## src/rtl/bpdo_pkg.sv

```systemverilog
// Shared types and constants for the buffer pool with drop-oldest allocation.
`timescale 1ns / 1ps
`default_nettype none

package bpdo_pkg;

  localparam int unsigned DEF_MAX_BUFFERS = 16;
  localparam int unsigned HANDLE_W        = 4;
  localparam int unsigned CFG_W           = 5;
  localparam int unsigned CNT_OUT_W       = 5;
  localparam int unsigned IN_TDATA_W      = 8;
  localparam int unsigned OUT_TDATA_W     = 24;
  localparam int unsigned RESET_POOL      = 16;

  typedef enum logic [1:0] {
    FUNC_ALLOC   = 2'd0,
    FUNC_STORE   = 2'd1,
    FUNC_LOAD    = 2'd2,
    FUNC_RELEASE = 2'd3
  } func_e;

  typedef enum logic [1:0] {
    ST_OK       = 2'd0,
    ST_EMPTY    = 2'd1,
    ST_OVERFLOW = 2'd2
  } status_e;

  typedef enum logic {
    CTRL_IDLE = 1'b0,
    CTRL_EXEC = 1'b1
  } ctrl_state_e;

  // Commands from the controller to the datapath.
  typedef struct packed {
    logic capture;
    logic commit;
  } cmd_t;

endpackage

`default_nettype wire

```

## src/rtl/buffer_pool_drop_oldest_top.sv

```systemverilog
// Top level of the buffer pool with drop-oldest allocation.
`timescale 1ns / 1ps
`default_nettype none

// Usage:
// Each request on the s_axis channel carries an operation (allocate, store,
// load, release) and a handle. Every request produces exactly one result on
// the m_axis channel: a handle, its valid flag, the took-oldest flag, a status
// and the queue and free-list counts after the operation.
// In the accept state a request reads the free stack and the work queue
// memories into registers; in the execute state it updates pointers, writes
// memory and loads the result register. A new request is not taken until the
// previous one leaves the execute state, set by the registered memory read.
// A new request is accepted while the previous result still waits; if the
// receiver stalls, the update of that new request waits until the result
// register drains, and no further request is taken meanwhile.
// After reset the pool holds 16 handles (or MAX_BUFFERS if smaller) on the
// free list and the queue is empty. Writing pool_size through cfg_we_i refills
// the free list and empties the queue; write it only when idle.

module buffer_pool_drop_oldest_top #(
  parameter int unsigned MAX_BUFFERS = bpdo_pkg::DEF_MAX_BUFFERS
) (
  input  wire                                 clk_i,
  input  wire                                 rst_ni,
  input  wire                                 s_axis_tvalid_i,
  output logic                                s_axis_tready_o,
  // [1:0] func, [5:2] handle, [7:6] zero
  input  wire [bpdo_pkg::IN_TDATA_W-1:0]      s_axis_tdata_i,
  output logic                                m_axis_tvalid_o,
  input  wire                                 m_axis_tready_i,
  // [3:0] out_handle, [4] handle_valid, [5] took_oldest, [7:6] status,
  // [12:8] queued_count, [17:13] free_count_out, [23:18] zero
  output logic [bpdo_pkg::OUT_TDATA_W-1:0]    m_axis_tdata_o,
  input  wire                                 cfg_we_i,
  input  wire [bpdo_pkg::CFG_W-1:0]           cfg_wdata_i
);
  import bpdo_pkg::*;

  cmd_t                 cmd;
  logic [HANDLE_W-1:0]  out_handle;
  logic                 handle_valid;
  logic                 took_oldest;
  logic [1:0]           status;
  logic [CNT_OUT_W-1:0] queued_count;
  logic [CNT_OUT_W-1:0] free_count;

  bpdo_ctrl u_ctrl (
    .clk_i       (clk_i),
    .rst_ni      (rst_ni),
    .in_valid_i  (s_axis_tvalid_i),
    .in_ready_o  (s_axis_tready_o),
    .out_valid_o (m_axis_tvalid_o),
    .out_ready_i (m_axis_tready_i),
    .cmd_o       (cmd)
  );

  bpdo_dp #(
    .MAX_BUFFERS (MAX_BUFFERS)
  ) u_dp (
    .clk_i          (clk_i),
    .rst_ni         (rst_ni),
    .cmd_i          (cmd),
    .in_func_i      (s_axis_tdata_i[1:0]),
    .in_handle_i    (s_axis_tdata_i[5:2]),
    .cfg_we_i       (cfg_we_i),
    .cfg_wdata_i    (cfg_wdata_i),
    .out_handle_o   (out_handle),
    .handle_valid_o (handle_valid),
    .took_oldest_o  (took_oldest),
    .status_o       (status),
    .queued_count_o (queued_count),
    .free_count_o   (free_count)
  );

  assign m_axis_tdata_o = {6'd0, free_count, queued_count, status,
                           took_oldest, handle_valid, out_handle};

endmodule

`default_nettype wire

```

## src/rtl/bpdo_ctrl.sv

```systemverilog
// Controller: request sequencing and the output valid register.
`timescale 1ns / 1ps
`default_nettype none

module bpdo_ctrl (
  input  wire          clk_i,
  input  wire          rst_ni,
  input  wire          in_valid_i,
  output logic         in_ready_o,
  output logic         out_valid_o,
  input  wire          out_ready_i,
  output bpdo_pkg::cmd_t cmd_o
);
  import bpdo_pkg::*;

  ctrl_state_e state_q, state_d;
  logic        out_valid_q, out_valid_d;

  always_ff @(posedge clk_i or negedge rst_ni) begin
    if (!rst_ni) begin
      state_q     <= CTRL_IDLE;
      out_valid_q <= 1'b0;
    end else begin
      state_q     <= state_d;
      out_valid_q <= out_valid_d;
    end
  end

  always_comb begin
    state_d       = state_q;
    in_ready_o    = 1'b0;
    cmd_o.capture = 1'b0;
    cmd_o.commit  = 1'b0;
    out_valid_d   = out_valid_q && !out_ready_i;
    unique case (state_q)
      CTRL_IDLE: begin
        in_ready_o = 1'b1;
        if (in_valid_i) begin
          cmd_o.capture = 1'b1;
          state_d       = CTRL_EXEC;
        end
      end
      CTRL_EXEC: begin
        // The result register must be free or draining this cycle.
        if (!out_valid_q || out_ready_i) begin
          cmd_o.commit = 1'b1;
          out_valid_d  = 1'b1;
          state_d      = CTRL_IDLE;
        end
      end
      default: state_d = CTRL_IDLE;
    endcase
  end

  assign out_valid_o = out_valid_q;

endmodule

`default_nettype wire

```

## src/rtl/bpdo_dp.sv

```systemverilog
// Datapath: free stack, work queue, pointers, counts and the result register.
`timescale 1ns / 1ps
`default_nettype none

module bpdo_dp #(
  parameter int unsigned MAX_BUFFERS = bpdo_pkg::DEF_MAX_BUFFERS
) (
  input  wire                               clk_i,
  input  wire                               rst_ni,
  input  bpdo_pkg::cmd_t                    cmd_i,
  input  wire [1:0]                         in_func_i,
  input  wire [bpdo_pkg::HANDLE_W-1:0]      in_handle_i,
  input  wire                               cfg_we_i,
  input  wire [bpdo_pkg::CFG_W-1:0]         cfg_wdata_i,
  output logic [bpdo_pkg::HANDLE_W-1:0]     out_handle_o,
  output logic                              handle_valid_o,
  output logic                              took_oldest_o,
  output logic [1:0]                        status_o,
  output logic [bpdo_pkg::CNT_OUT_W-1:0]    queued_count_o,
  output logic [bpdo_pkg::CNT_OUT_W-1:0]    free_count_o
);
  import bpdo_pkg::*;

  localparam int unsigned AW  = $clog2(MAX_BUFFERS);
  localparam int unsigned CW  = $clog2(MAX_BUFFERS + 1);
  localparam int unsigned SW  = (CW > CFG_W) ? CW : CFG_W;
  localparam int unsigned IW  = (AW > HANDLE_W) ? AW : HANDLE_W;
  localparam int unsigned RST_POOL = (MAX_BUFFERS < RESET_POOL) ? MAX_BUFFERS : RESET_POOL;

  logic [HANDLE_W-1:0] stack_mem [MAX_BUFFERS];
  logic [HANDLE_W-1:0] queue_mem [MAX_BUFFERS];
  logic [HANDLE_W-1:0] stack_rd_q, queue_rd_q;

  func_e               func_q;
  logic [HANDLE_W-1:0] handle_q;

  logic [CW-1:0] fc_q, fc_d, qc_q, qc_d, low_q, low_d;
  logic [AW-1:0] head_q, head_d, tail_q, tail_d;

  logic [CW-1:0]       fc_dec;
  logic [AW-1:0]       top_idx;
  logic [IW-1:0]       top_ext;
  logic [HANDLE_W-1:0] stack_val;
  logic [AW-1:0]       head_inc, tail_inc;
  logic                stack_we, queue_we;
  logic [HANDLE_W-1:0] oh_d;
  logic                valid_d, oldest_d;
  status_e             status_d;
  logic [SW-1:0]       cfg_ext, pool_sat, qc_wide, fc_wide;
  logic [CW-1:0]       pool_val;

  assign fc_dec  = fc_q - CW'(1);
  assign top_idx = fc_dec[AW-1:0];
  assign top_ext = IW'(top_idx);
  // Entries below the lowest stack depth seen since the last refill have not been
  // written since then; their value is taken as the low bits of their own index.
  assign stack_val = (fc_dec < low_q) ? top_ext[HANDLE_W-1:0] : stack_rd_q;

  assign head_inc = (head_q == AW'(MAX_BUFFERS - 1)) ? '0 : head_q + AW'(1);
  assign tail_inc = (tail_q == AW'(MAX_BUFFERS - 1)) ? '0 : tail_q + AW'(1);

  assign cfg_ext  = SW'(cfg_wdata_i);
  assign pool_sat = (cfg_ext == '0) ? SW'(1) :
                    ((cfg_ext > SW'(MAX_BUFFERS)) ? SW'(MAX_BUFFERS) : cfg_ext);
  assign pool_val = pool_sat[CW-1:0];

  always_comb begin
    fc_d     = fc_q;
    qc_d     = qc_q;
    low_d    = low_q;
    head_d   = head_q;
    tail_d   = tail_q;
    stack_we = 1'b0;
    queue_we = 1'b0;
    oh_d     = '0;
    valid_d  = 1'b0;
    oldest_d = 1'b0;
    status_d = ST_OK;
    unique case (func_q)
      FUNC_ALLOC: begin
        if (fc_q != '0) begin
          fc_d    = fc_dec;
          oh_d    = stack_val;
          valid_d = 1'b1;
          if (fc_dec < low_q) begin
            low_d = fc_dec;
          end
        end else if (qc_q != '0) begin
          qc_d     = qc_q - CW'(1);
          head_d   = head_inc;
          oh_d     = queue_rd_q;
          valid_d  = 1'b1;
          oldest_d = 1'b1;
        end else begin
          status_d = ST_EMPTY;
        end
      end
      FUNC_STORE: begin
        if (qc_q == CW'(MAX_BUFFERS)) begin
          status_d = ST_OVERFLOW;
        end else begin
          queue_we = 1'b1;
          tail_d   = tail_inc;
          qc_d     = qc_q + CW'(1);
        end
      end
      FUNC_LOAD: begin
        if (qc_q != '0) begin
          qc_d    = qc_q - CW'(1);
          head_d  = head_inc;
          oh_d    = queue_rd_q;
          valid_d = 1'b1;
        end else begin
          status_d = ST_EMPTY;
        end
      end
      FUNC_RELEASE: begin
        if (fc_q == CW'(MAX_BUFFERS)) begin
          status_d = ST_OVERFLOW;
        end else begin
          stack_we = 1'b1;
          fc_d     = fc_q + CW'(1);
        end
      end
      default: status_d = ST_OK;
    endcase
  end

  assign qc_wide = SW'(qc_d);
  assign fc_wide = SW'(fc_d);

  always_ff @(posedge clk_i or negedge rst_ni) begin
    if (!rst_ni) begin
      fc_q   <= CW'(RST_POOL);
      low_q  <= CW'(RST_POOL);
      qc_q   <= '0;
      head_q <= '0;
      tail_q <= '0;
    end else if (cfg_we_i) begin
      fc_q   <= pool_val;
      low_q  <= pool_val;
      qc_q   <= '0;
      head_q <= '0;
      tail_q <= '0;
    end else if (cmd_i.commit) begin
      fc_q   <= fc_d;
      low_q  <= low_d;
      qc_q   <= qc_d;
      head_q <= head_d;
      tail_q <= tail_d;
    end
  end

  always_ff @(posedge clk_i) begin
    if (cmd_i.capture) begin
      func_q   <= func_e'(in_func_i);
      handle_q <= in_handle_i;
    end
    if (cmd_i.commit) begin
      out_handle_o   <= oh_d;
      handle_valid_o <= valid_d;
      took_oldest_o  <= oldest_d;
      status_o       <= status_d;
      queued_count_o <= qc_wide[CNT_OUT_W-1:0];
      free_count_o   <= fc_wide[CNT_OUT_W-1:0];
    end
  end

  always_ff @(posedge clk_i) begin
    if (cmd_i.commit && stack_we) begin
      stack_mem[fc_q[AW-1:0]] <= handle_q;
    end
    if (cmd_i.capture) begin
      stack_rd_q <= stack_mem[top_idx];
    end
  end

  always_ff @(posedge clk_i) begin
    if (cmd_i.commit && queue_we) begin
      queue_mem[tail_q] <= handle_q;
    end
    if (cmd_i.capture) begin
      queue_rd_q <= queue_mem[head_q];
    end
  end

endmodule

`default_nettype wire
```

## config.mk

```make
export PLATFORM = sky130hd
export DESIGN_NAME = buffer_pool_drop_oldest_top
export DESIGN_NICKNAME = d
export VERILOG_FILES = /design/src/rtl/bpdo_pkg.sv /design/src/rtl/buffer_pool_drop_oldest_top.sv /design/src/rtl/bpdo_ctrl.sv /design/src/rtl/bpdo_dp.sv
export SDC_FILE = /design/constraint.sdc
export NUM_CORES = 1
export LEC_CHECK = 0
export BUFFER_PORTS_ARGS = -buffer_cell sky130_fd_sc_hd__buf_4
export CAP_MARGIN = 10
export CORE_UTILIZATION = 45
export CTS_BUF_LIST = sky130_fd_sc_hd__clkbuf_8
export CTS_CLUSTER_SIZE = 16
export DETAILED_ROUTE_END_ITERATION = 8
export PLACE_DENSITY = 0.7
export RECOVER_POWER = 50
export SLEW_MARGIN = 0
export SYNTH_ARGS = -nofsm -noshare
export SYNTH_HDL_FRONTEND = slang
export SYNTH_HIERARCHICAL = 1
export SYNTH_SLANG_ARGS = --single-unit
```

## constraint.sdc

```tcl
create_clock -name clk_i -period 4.76 [get_ports clk_i]
set_input_delay 0.238 -clock clk_i [delete_from_list [all_inputs] [get_ports clk_i]]
set_output_delay 0.238 -clock clk_i [all_outputs]
set_load 0.1 [all_outputs]
```

# Yosys cells after proc, flatten, opt, wreduce, memory -nomap -nowiden

Memory sizes are Yosys's and may differ from the RTL's. A register that Yosys moved wholly into a read port is not among the register bits.
Cells that the tools add are included.

Flip-flop bits (word level): 49
Bits in latches: 0
Memory bits (writable): 128
ROM bits: 0
Input port bits: 18
Output and inout port bits: 26
Memories: 2

Memory list:

| memory         | depth | width | rd ports | clocked after memory_dff | wr ports | RTL line      | RTL |
|---|---|---|---|---|---|---|---|
| u_dp.queue_mem | 16    | 4     | 1        | 1                        | 1        | bpdo_dp.sv:31 | `logic [HANDLE_W-1:0] queue_mem [MAX_BUFFERS];` |
| u_dp.stack_mem | 16    | 4     | 1        | 1                        | 1        | bpdo_dp.sv:30 | `logic [HANDLE_W-1:0] stack_mem [MAX_BUFFERS];` |

$add $sub $neg: 6
Multipliers: 0
Divide/modulo/power cells: 0
Order comparisons: 2
Eq/ne operators: 9
Shift-type cells: 0
Multiplexer cells: 58
Bitwise operators: 2
Reduce and logical (&&, ||, !) cells: 20

Operators by type and width:

| operator                                             | number |
|---|---|
| 2-to-1 mux 5 bit                                     | 16 |
| 2-to-1 mux 4 bit                                     | 13 |
| 2-to-1 mux 1 bit                                     | 19 |
| case mux 4 bit (2 select lines)                      | 2 |
| case mux 5 bit (3 select lines)                      | 1 |
| adder 5 x 1 -> 5 bit, second input constant          | 2 |
| == test 5 bit, second input constant                 | 2 |
| case mux 5 bit (2 select lines)                      | 1 |
| nonzero test 2 bit                                   | 5 |
| nonzero test 5 bit                                   | 2 |
| subtractor 5 x 1 -> 5 bit, second input constant     | 2 |
| adder 4 x 1 -> 4 bit, second input constant          | 2 |
| == test 4 bit, second input constant                 | 2 |
| case mux 2 bit (4 select lines)                      | 1 |
| 2-to-1 mux 2 bit                                     | 3 |
| AND reduction 3 bit                                  | 2 |
| greater-than comparator 5 bit, second input constant | 1 |
| logical NOT 5 bit                                    | 1 |
| < comparator 5 bit                                   | 1 |
| == test 2 bit, second input constant                 | 2 |
| case mux 1 bit (2 select lines)                      | 2 |
| AND reduction 4 bit                                  | 1 |
| logical AND 1 bit                                    | 3 |
| != test 3 bit, second input constant                 | 1 |
| other kinds (8)                                      | 10 |

# Depth between registers and ports, before layout

Gate-level depths: netlist (run 1).

Depth in word-level cells: 7
Mapped depth: 12
Gate-level depth less buffers: 9

# Hierarchy

Netlist (run 1), hierarchy kept.

By module, submodules not included:

| module                      | times used | cells each | area an instance (um^2) | sequential area each (um^2) |
|---|---|---|---|---|
| bpdo_dp                     | 1          | 578        | 8229.1                  | 5382.7 |
| bpdo_ctrl                   | 1          | 8          | 93.8                    | 50.0 |
| buffer_pool_drop_oldest_top | 1          | 9          | 63.8                    | 0.0 |

# Least setup slack after synthesis (run 1)

OpenSTA, ideal clock, no wires.

Kind: flip-flop to flip-flop
Start point: register u_dp.fc_q[0]
End point: register u_dp.low_q[0]
Arrival time: 3.338 ns
Data required time: 4.635 ns
Slack: 1.298 ns
Cell stages (with the launch flop): 13
Clock period less this slack: 3.462 ns
Cell sequence: dfrtp_1 buf_2 clkbuf_1 inv_1 ha_1 clkbuf_1 clkbuf_1 inv_1 ha_1 a21oi_1 o21ai_1 o31a_1 mux2_2

Word-level cells in the longest chain between the ends: 6
Elaborated cells between the ends (all ways): 11
Those cells by class: add/sub: 1; order compare: 1; mux: 5; reduce/logical: 4

RTL lines:

| what                                                              | RTL line       | RTL |
|---|---|---|
| start, declared                                                   | bpdo_dp.sv:37  | `logic [CW-1:0] fc_q, fc_d, qc_q, qc_d, low_q, low_d;` |
| start signal, assigned                                            | bpdo_dp.sv:134 | `fc_q <= CW'(RST_POOL);` |
| start signal, assigned                                            | bpdo_dp.sv:140 | `fc_q <= pool_val;` |
| branches (longest 6 deep; another with subtractor 5 x 1 -> 5 bit) | -              |  |
| end signal, assigned                                              | bpdo_dp.sv:135 | `low_q <= CW'(RST_POOL);` |
| end signal, assigned                                              | bpdo_dp.sv:141 | `low_q <= pool_val;` |
| end signal, assigned                                              | bpdo_dp.sv:147 | `low_q <= low_d;` |
| end, declared                                                     | bpdo_dp.sv:37  |  |

Several ways; the timed one is not identified. The select of a mux whose other input is x is not followed.
A chain may end at the register's enable or synchronous reset.

# Worst setup path after layout (run 1)

Start point: register u_dp.fc_q[2]
End point: register u_dp.low_q[2]

Same word-level chain as after synthesis.

==> metrics.csv, run 1 <==
stage,metric,value,unit
detailed_routing,vias,5089,
worst_setup_path,rr_endpoint,u_dp/low_q[2]$_DFFE_PN0P_,
detailed_routing,drt_iter0_drc,477,
worst_setup_path,critPathMaxFanout,21,
sta,finalCriticalPeriod,3.674,ns
worst_setup_path,r2r_cells,8,
power,p_leak,3.139,nW
detailed_routing,drc_errors,12,
sta,finalWorstSetupSlack,1.086,ns
sta,rsz0062_at_grt,no,
global_route,antenna_found_initial,0,
global_route,grt_max_degree,33,
job,drv_cap,1,
sta,maxSlewViolCount,16,
synthesis,syn-cell-area,0.008387,mm²
global_route,first_global_vias,5015,
clock_tree,clk_pin_slew,0.11,ns
floorplanning,die_w,138.5,µm
clock_tree,numCtsBuffers,17,
worst_setup_path,reg2reg_slack,1.09,ns
cells_and_area,area_delta_synth_final,10.14,%
worst_setup_path,r2r-start,u_dp/fc_q[2]$_DFFE_PN0N_,
synthesis,seq_area_frac_synth,0.6478,
sta,clock_skew,0.01696,ns
placement,dp_slack,1.154,ns
synthesis,synth_edf_count,160,
synthesis,async_reset_ff_frac,0.1351,
floorplanning,start_util,0.4637,
sta,tightest_slew,1.605,ns
clock_tree,clock_latency,0.48,ns
sta,setup_viol,0,
cells_and_area,n_fill_cell,1482,
power,power_density,416.1,mW/mm²
worst_setup_path,critPathCaptureType,flip-flop,
worst_setup_path,critPathLaunchType,flip-flop,
cells_and_area,drive_gt1_frac,0.1429,
clock_tree,cts_setup_buffers,0,
synthesis,synth_cell_types,65,
global_route,grt_remaining_overflow,0,
synthesis,synthCells,595,
power,vdd_drop_max,206.8,µV
hold_path,min-delay-start,cfg_wdata_i[4],
placement,place.gp.congestion,0.8852,
cells_and_area,nets,669,
placement,dp_hpwl,11370,µm
status,violations,"design-rule violations, max-capacitance violations, max-slew violations",
synthesis,netlist.top_cell.by_area,edfxtp_1,
clock_tree,cts.sinks,185,
status,status,"complete, but fails checks",
floorplanning,row_count,49,
hold_path,whs_path_depth,3,
cells_and_area,final_common_cell,edfxtp_1,
synthesis,synth_ff_type,edfxtp_1,
worst_setup_path,crit_arrival,4.04,ns
clock_tree,htreeDepth,4,
detailed_routing,ant_nets,0,
synthesis,yosysWarnings,6,
sta,min_period_over_period,0.7718,
synthesis,netlist_top_cells_area,"edfxtp_1 (57%), dfrtp_1 (6.9%), mux4_2 (6.4%), mux2i_1 (3.2%), ha_1 (3.0%)",
worst_setup_path,critical_path_class,flip-flop to flip-flop,
cells_and_area,most-common-layout-cells,"edfxtp_1 (160), nor2_1 (51), nand2_1 (37), o21ai_0 (36), mux2i_1 (27)",
sta,fmax,272.2,MHz
cells_and_area,fin_area,0.009238,mm²
worst_setup_path,worstPathRequired,5.12,ns
global_route,grt_pass1_wl,26560,µm
detailed_routing,routedWlPerCell,18.90,µm
detailed_routing,firstDrtPassIters,8,
synthesis,avgSynthCellArea,14.10,µm²
detailed_routing,routed_wl,16500,µm
synthesis,synth.ff_latch_count,185,
sta,setup_tns,0,ns
hold_path,min_path_type,input pin to flip-flop,
placement,postPlaceCellArea,0.008796,mm²
clock_tree,cts_tree,yes,
cells_and_area,antenna_cells,0,
sta,hold_viol_final,0,
detailed_routing,avgViaCountPerCell,5.829,
floorplanning,coreArea,0.01809,mm²
clock_tree,cts_root_buf,clkbuf_8,
clock_tree,cts.repair.resized,0,
floorplanning,die_area,0.01919,mm²
synthesis,synth_top_area_frac,0.5729,
global_route,track_usage,0.1820,
placement,io_buffers,35,
floorplanning,ioPinCount,44,
floorplanning,fp.dieH,138.5,µm
clock_tree,clock_path_buffers,2,
hold_path,whs_endpoint,u_dp/fc_q[4]$_DFFE_PN1N_,
sta,maxSlewHeadroom,-0.07205,
sequential cells by signal, indices dropped and copies added, names as in the netlist:
name,flops
u_dp/stack_rd_q,4
u_dp/low_q,5
u_dp/func_q,2
u_dp/took_oldest_o,1
u_dp/tail_q,4
u_dp/queue_mem,64
u_dp/queued_count_o,5
u_dp/fc_q,5
u_ctrl/state_q,1
u_dp/head_q,4
u_ctrl/out_valid_o,1
u_dp/qc_q,5
u_dp/handle_valid_o,1
u_dp/handle_q,4
u_dp/out_handle_o,4
u_dp/free_count_o,5
u_dp/queue_rd_q,4
u_dp/status_o,2
u_dp/stack_mem,64
power breakdown:
| part | leakage, nW | internal [mW] | total (mW) | switching (mW) |
|---|---|---|---|---|
| Clock | 0.211 | 0.446 | 1.06 | 0.615 |
| Sequential | 1.78 | 1.86 | 1.94 | 0.0804 |
| Combinational | 1.14 | 0.264 | 0.838 | 0.575 |
| Total | 3.14 | 2.57 | 3.84 | 1.27 |
worst max-delay path, cell delays in order (launching register included):
cell and delay (ns):
dfrtp_1 0.77, nor3_1 0.13, xnor2_1 0.84, inv_1 0.19, ha_1 0.36, nand3_1 0.07, o21ai_1 0.46, o31a_1 0.34
mux2_2 0.38
metal layers:
metal / part of all wire / up-vias / routed length (µm) / global-route usage
met5: 0 / - / 0 / 0
met3: 0.069 / 32 / 1146 / 0.03568
met1: 0.43 / 2528 / 7042 / 0.2425
met2: 0.48 / 204 / 7982 / 0.2912
met4: 0.020 / 0 / 330 / 0.08102
li1: - / 2325 / - / -
area by class of cell:
class	instances	area [µm²]	share of cell area
timing repair buffer	51	331.6	0.03589
tap	229	286.5	0.03102
multi-input combinational	350	2671	0.2892
clock buffer	17	234.0	0.02533
clock inverter	15	183.9	0.01991
sequential	185	5433	0.5881
inverter	26	97.59	0.01056
how the worst max path moves through the flow:
stage / from / endpoint / slack, ns / cells past startpoint
finish: u_dp/fc_q[2]$_DFFE_PN0N_ / u_dp/low_q[2]$_DFFE_PN0P_ / 1.09 / 8
global route: u_dp/fc_q[2]$_DFFE_PN0N_ / u_dp/low_q[2]$_DFFE_PN0P_ / 0.76 / 8
CTS: u_dp/fc_q[2]$_DFFE_PN0N_ / u_dp/low_q[2]$_DFFE_PN0P_ / 1.11 / 8
detailed placement: u_dp/fc_q[2]$_DFFE_PN0N_ / u_dp/low_q[2]$_DFFE_PN0P_ / 1.15 / 8
global placement: u_dp/fc_q[2]$_DFFE_PN0N_ / u_dp/low_q[0]$_DFFE_PN0P_ / 1.28 / 8
floorplan: u_dp/fc_q[0]$_DFFE_PN0N_ / u_dp/low_q[0]$_DFFE_PN0P_ / 1.30 / 12
synthesized netlist by cell type, types with 2 or more instances:
master      n
edfxtp_1  160
nor2_1     51
nand2_1    37
o21ai_0    36
mux2i_1    27
inv_1      24
mux4_2     24
dfrtp_1    23
a21oi_1    20
ha_1       20
nand3_1    20
clkbuf_1   17
nor3_1     14
buf_2      10
buf_4       8
mux2_2      8
a22oi_1     6
a31oi_1     6
nand2b_1    6
a221oi_1    5
o211ai_1    5
and2_1      4
xnor2_1     4
and3_1      3
buf_1       3
nand4_1     3
o221ai_1    3
xor2_1      3
a21o_1      2
a311oi_1    2
a32oi_1     2
and3b_1     2
dfstp_2     2
o21bai_1    2
o31ai_1     2
or3b_2      2
what timing repair did:
action	CTS	global route
setup endpoints to repair	0	0
hold buffers	11	0
hold endpoints to repair	35	0
stage by stage:
step                instances  utilization  hold WS [ns]  power [mW]
floorplan                 600            -      -0.05759       2.636
global placement          830       0.4863        0.1685       2.814
detailed placement        830       0.4863        0.1797       2.835
CTS                       873       0.5155       0.05032       3.898
global route              873       0.5108        0.1022       4.006
finish                    873       0.5108       0.07984       3.844
logic make-up after synthesis:
logic type,after synthesis,share of synthesized area
AOI/OAI and AO/OA,105,0.08310
xor gates and xnor gates,7,0.007310
adders and majority gates,20,0.02984
buffers and inverters,65,0.03506
DFF,185,0.6478
muxes,59,0.1074
other,1,0.0004471
and+or+nand+nor,153,0.08907
Note: power is estimated with default switching activity, not from simulation.
==> run 2, diff against run 1 <==
PLACE_DENSITY = 0.72   (was 0.7)
clock period = 2.9 ns   (was 4.76 ns; I/O delays follow)
==> metrics.csv, run 2 (same netlist as run 1, synthesis figures left out) <==
stage,metric,value,unit
global_route,grt_remaining_overflow,0,
global_route,track_usage,0.1814,
status,status,"complete, but fails checks",
detailed_routing,drc_errors,12,
floorplanning,coreArea,0.01809,mm²
placement,dp_slack,0.1788,ns
power,power.total,6.149,mW
sta,setup_viol,0,
clock_tree,clk_pin_slew,0.09,ns
power,p_leak,3.164,nW
placement,place.gp.congestion,0.9359,
clock_tree,numCtsBuffers,17,
floorplanning,ioPinCount,44,
clock_tree,cts_tree,yes,
placement,postPlaceCellArea,0.008897,mm²
sta,rsz0062_at_grt,no,
global_route,antenna_found_initial,0,
global_route,grt_max_degree,33,
floorplanning,row_count,49,
detailed_routing,avgViaCountPerCell,5.810,
clock_tree,clock_path_buffers,2,
floorplanning,fp.dieH,138.5,µm
floorplanning,die_area,0.01919,mm²
sta,fmax,359.8,MHz
sta,maxSlewHeadroom,-0.1316,
cells_and_area,most-common-layout-cells,"edfxtp_1 (160), nor2_1 (51), nand2_1 (37), o21ai_0 (36), mux2i_1 (27)",
cells_and_area,nets,679,
clock_tree,clock_latency,0.46,ns
clock_tree,cts_root_buf,clkbuf_8,
detailed_routing,vias,5124,
worst_setup_path,worstPathRequired,3.25,ns
floorplanning,start_util,0.4637,
cells_and_area,final_common_cell,edfxtp_1,
cells_and_area,antenna_cells,0,
sta,tightest_slew,1.694,ns
worst_setup_path,critPathCaptureType,flip-flop,
sta,finalCriticalPeriod,2.779,ns
job,drv_cap,1,
global_route,grt_pass1_wl,26680,µm
clock_tree,cts.sinks,185,
status,violations,"design-rule violations, max-capacitance violations, max-slew violations",
cells_and_area,drive_gt1_frac,0.1593,
power,power_density,663.1,mW/mm²
detailed_routing,firstDrtPassIters,7,
clock_tree,htreeDepth,4,
detailed_routing,ant_nets,0,
global_route,first_global_vias,4943,
cells_and_area,n_fill_cell,1439,
sta,min_period_over_period,0.9584,
worst_setup_path,critical_path_class,flip-flop to flip-flop,
cells_and_area,fin_area,0.009273,mm²
worst_setup_path,critPathMaxFanout,5,
sta,finalWorstSetupSlack,0.1206,ns
sta,hold_viol_final,0,
detailed_routing,routedWlPerCell,19.07,µm
cells_and_area,area_delta_synth_final,10.56,%
sta,setup_tns,0,ns
detailed_routing,routed_wl,16820,µm
placement,io_buffers,35,
worst_setup_path,r2r_cells,9,
worst_setup_path,critPathLaunchType,flip-flop,
hold_path,min_path_type,input pin to flip-flop,
floorplanning,die_w,138.5,µm
power,vdd_drop_max,323.6,µV
detailed_routing,drt_iter0_drc,592,
worst_setup_path,crit_arrival,3.13,ns
hold_path,whs_path_depth,2,
sta,maxSlewViolCount,16,
placement,dp_hpwl,11400,µm
sta,clock_skew,0.01056,ns
## run 2: changes by cell type in the layout (fill, tap and decap cells not counted), moves of 2 or more
cell / delta
clkinv_8: -4
buf_4: +9
inv_6: -3
clkinvlp_4: +2
## run 2: final timing paths
| path | start | to | slack, ns |
|---|---|---|---|
| hold / removal | cfg_we_i | u_dp/qc_q[2]$_DFFE_PN0N_ | 0.04 |
| setup reg to reg | u_dp/fc_q[1]$_DFFE_PN0N_ | u_dp/low_q[1]$_DFFE_PN0P_ | 0.12 |
| max in group asynchronous | rst_ni | u_dp/tail_q[1]$_DFFE_PN0P_ | 1.45 |
| hold reg to reg | u_dp/low_q[4]$_DFFE_PN1P_ | u_dp/low_q[4]$_DFFE_PN1P_ | 0.50 |
| setup / recovery | u_dp/fc_q[1]$_DFFE_PN0N_ | u_dp/low_q[1]$_DFFE_PN0P_ | 0.12 |
| min in group asynchronous | rst_ni | u_dp/low_q[3]$_DFFE_PN0P_ | 0.57 |
## run 2: metal layers
metal	GRT usage	wire, µm	vias to the layer above
met5	0	0	-
met4	0.06860	298	0
met3	0.03152	1065	27
met2	0.2960	8257	247
met1	0.2444	7194	2517
li1	-	-	2333
## run 2: what timing repair did
item                                    in CTS  in global routing
gates resized for setup                      0                  1
setup buffers                                0                  0
endpoints found under the setup margin       0                  4
endpoints found under the hold margin       37                  0
hold buffers                                12                  0
## run 2: worst max-delay path, stage by stage, from the launching register on
cell     delay (ns)
dfrtp_1        0.39
inv_1          0.17
ha_4           0.19
or3b_4         0.41
xnor2_1        0.16
ha_1           0.34
nand3_1        0.13
o21ai_4        0.18
o31a_1         0.33
mux2_2         0.37
## run 2: through the flow
step                      hold WS, ns  cells  utilization
after floorplan               -0.1506    600            -
after global placement        0.07941    839       0.4919
after detailed placement      0.08514    839       0.4919
after CTS                     0.01734    882       0.5172
after global routing          0.03020    882       0.5127
final                         0.03541    882       0.5127
## run 2: cell type report
class                      count  area (µm²)  share of cell area
sequential                   185        5433              0.5859
multi-input combinational    350        2708              0.2920
timing repair buffer          61       409.1             0.04412
tap                          229       286.5             0.03090
clock buffer                  17       234.0             0.02523
clock inverter                14       102.6             0.01106
inverter                      26       100.1             0.01079
## run 2: where the power goes
part	switching, mW	leakage, nW	internal, mW	total (mW)
Combinational	0.998	1.20	0.491	1.49
Clock	0.895	0.176	0.594	1.49
Sequential	0.112	1.78	3.06	3.17
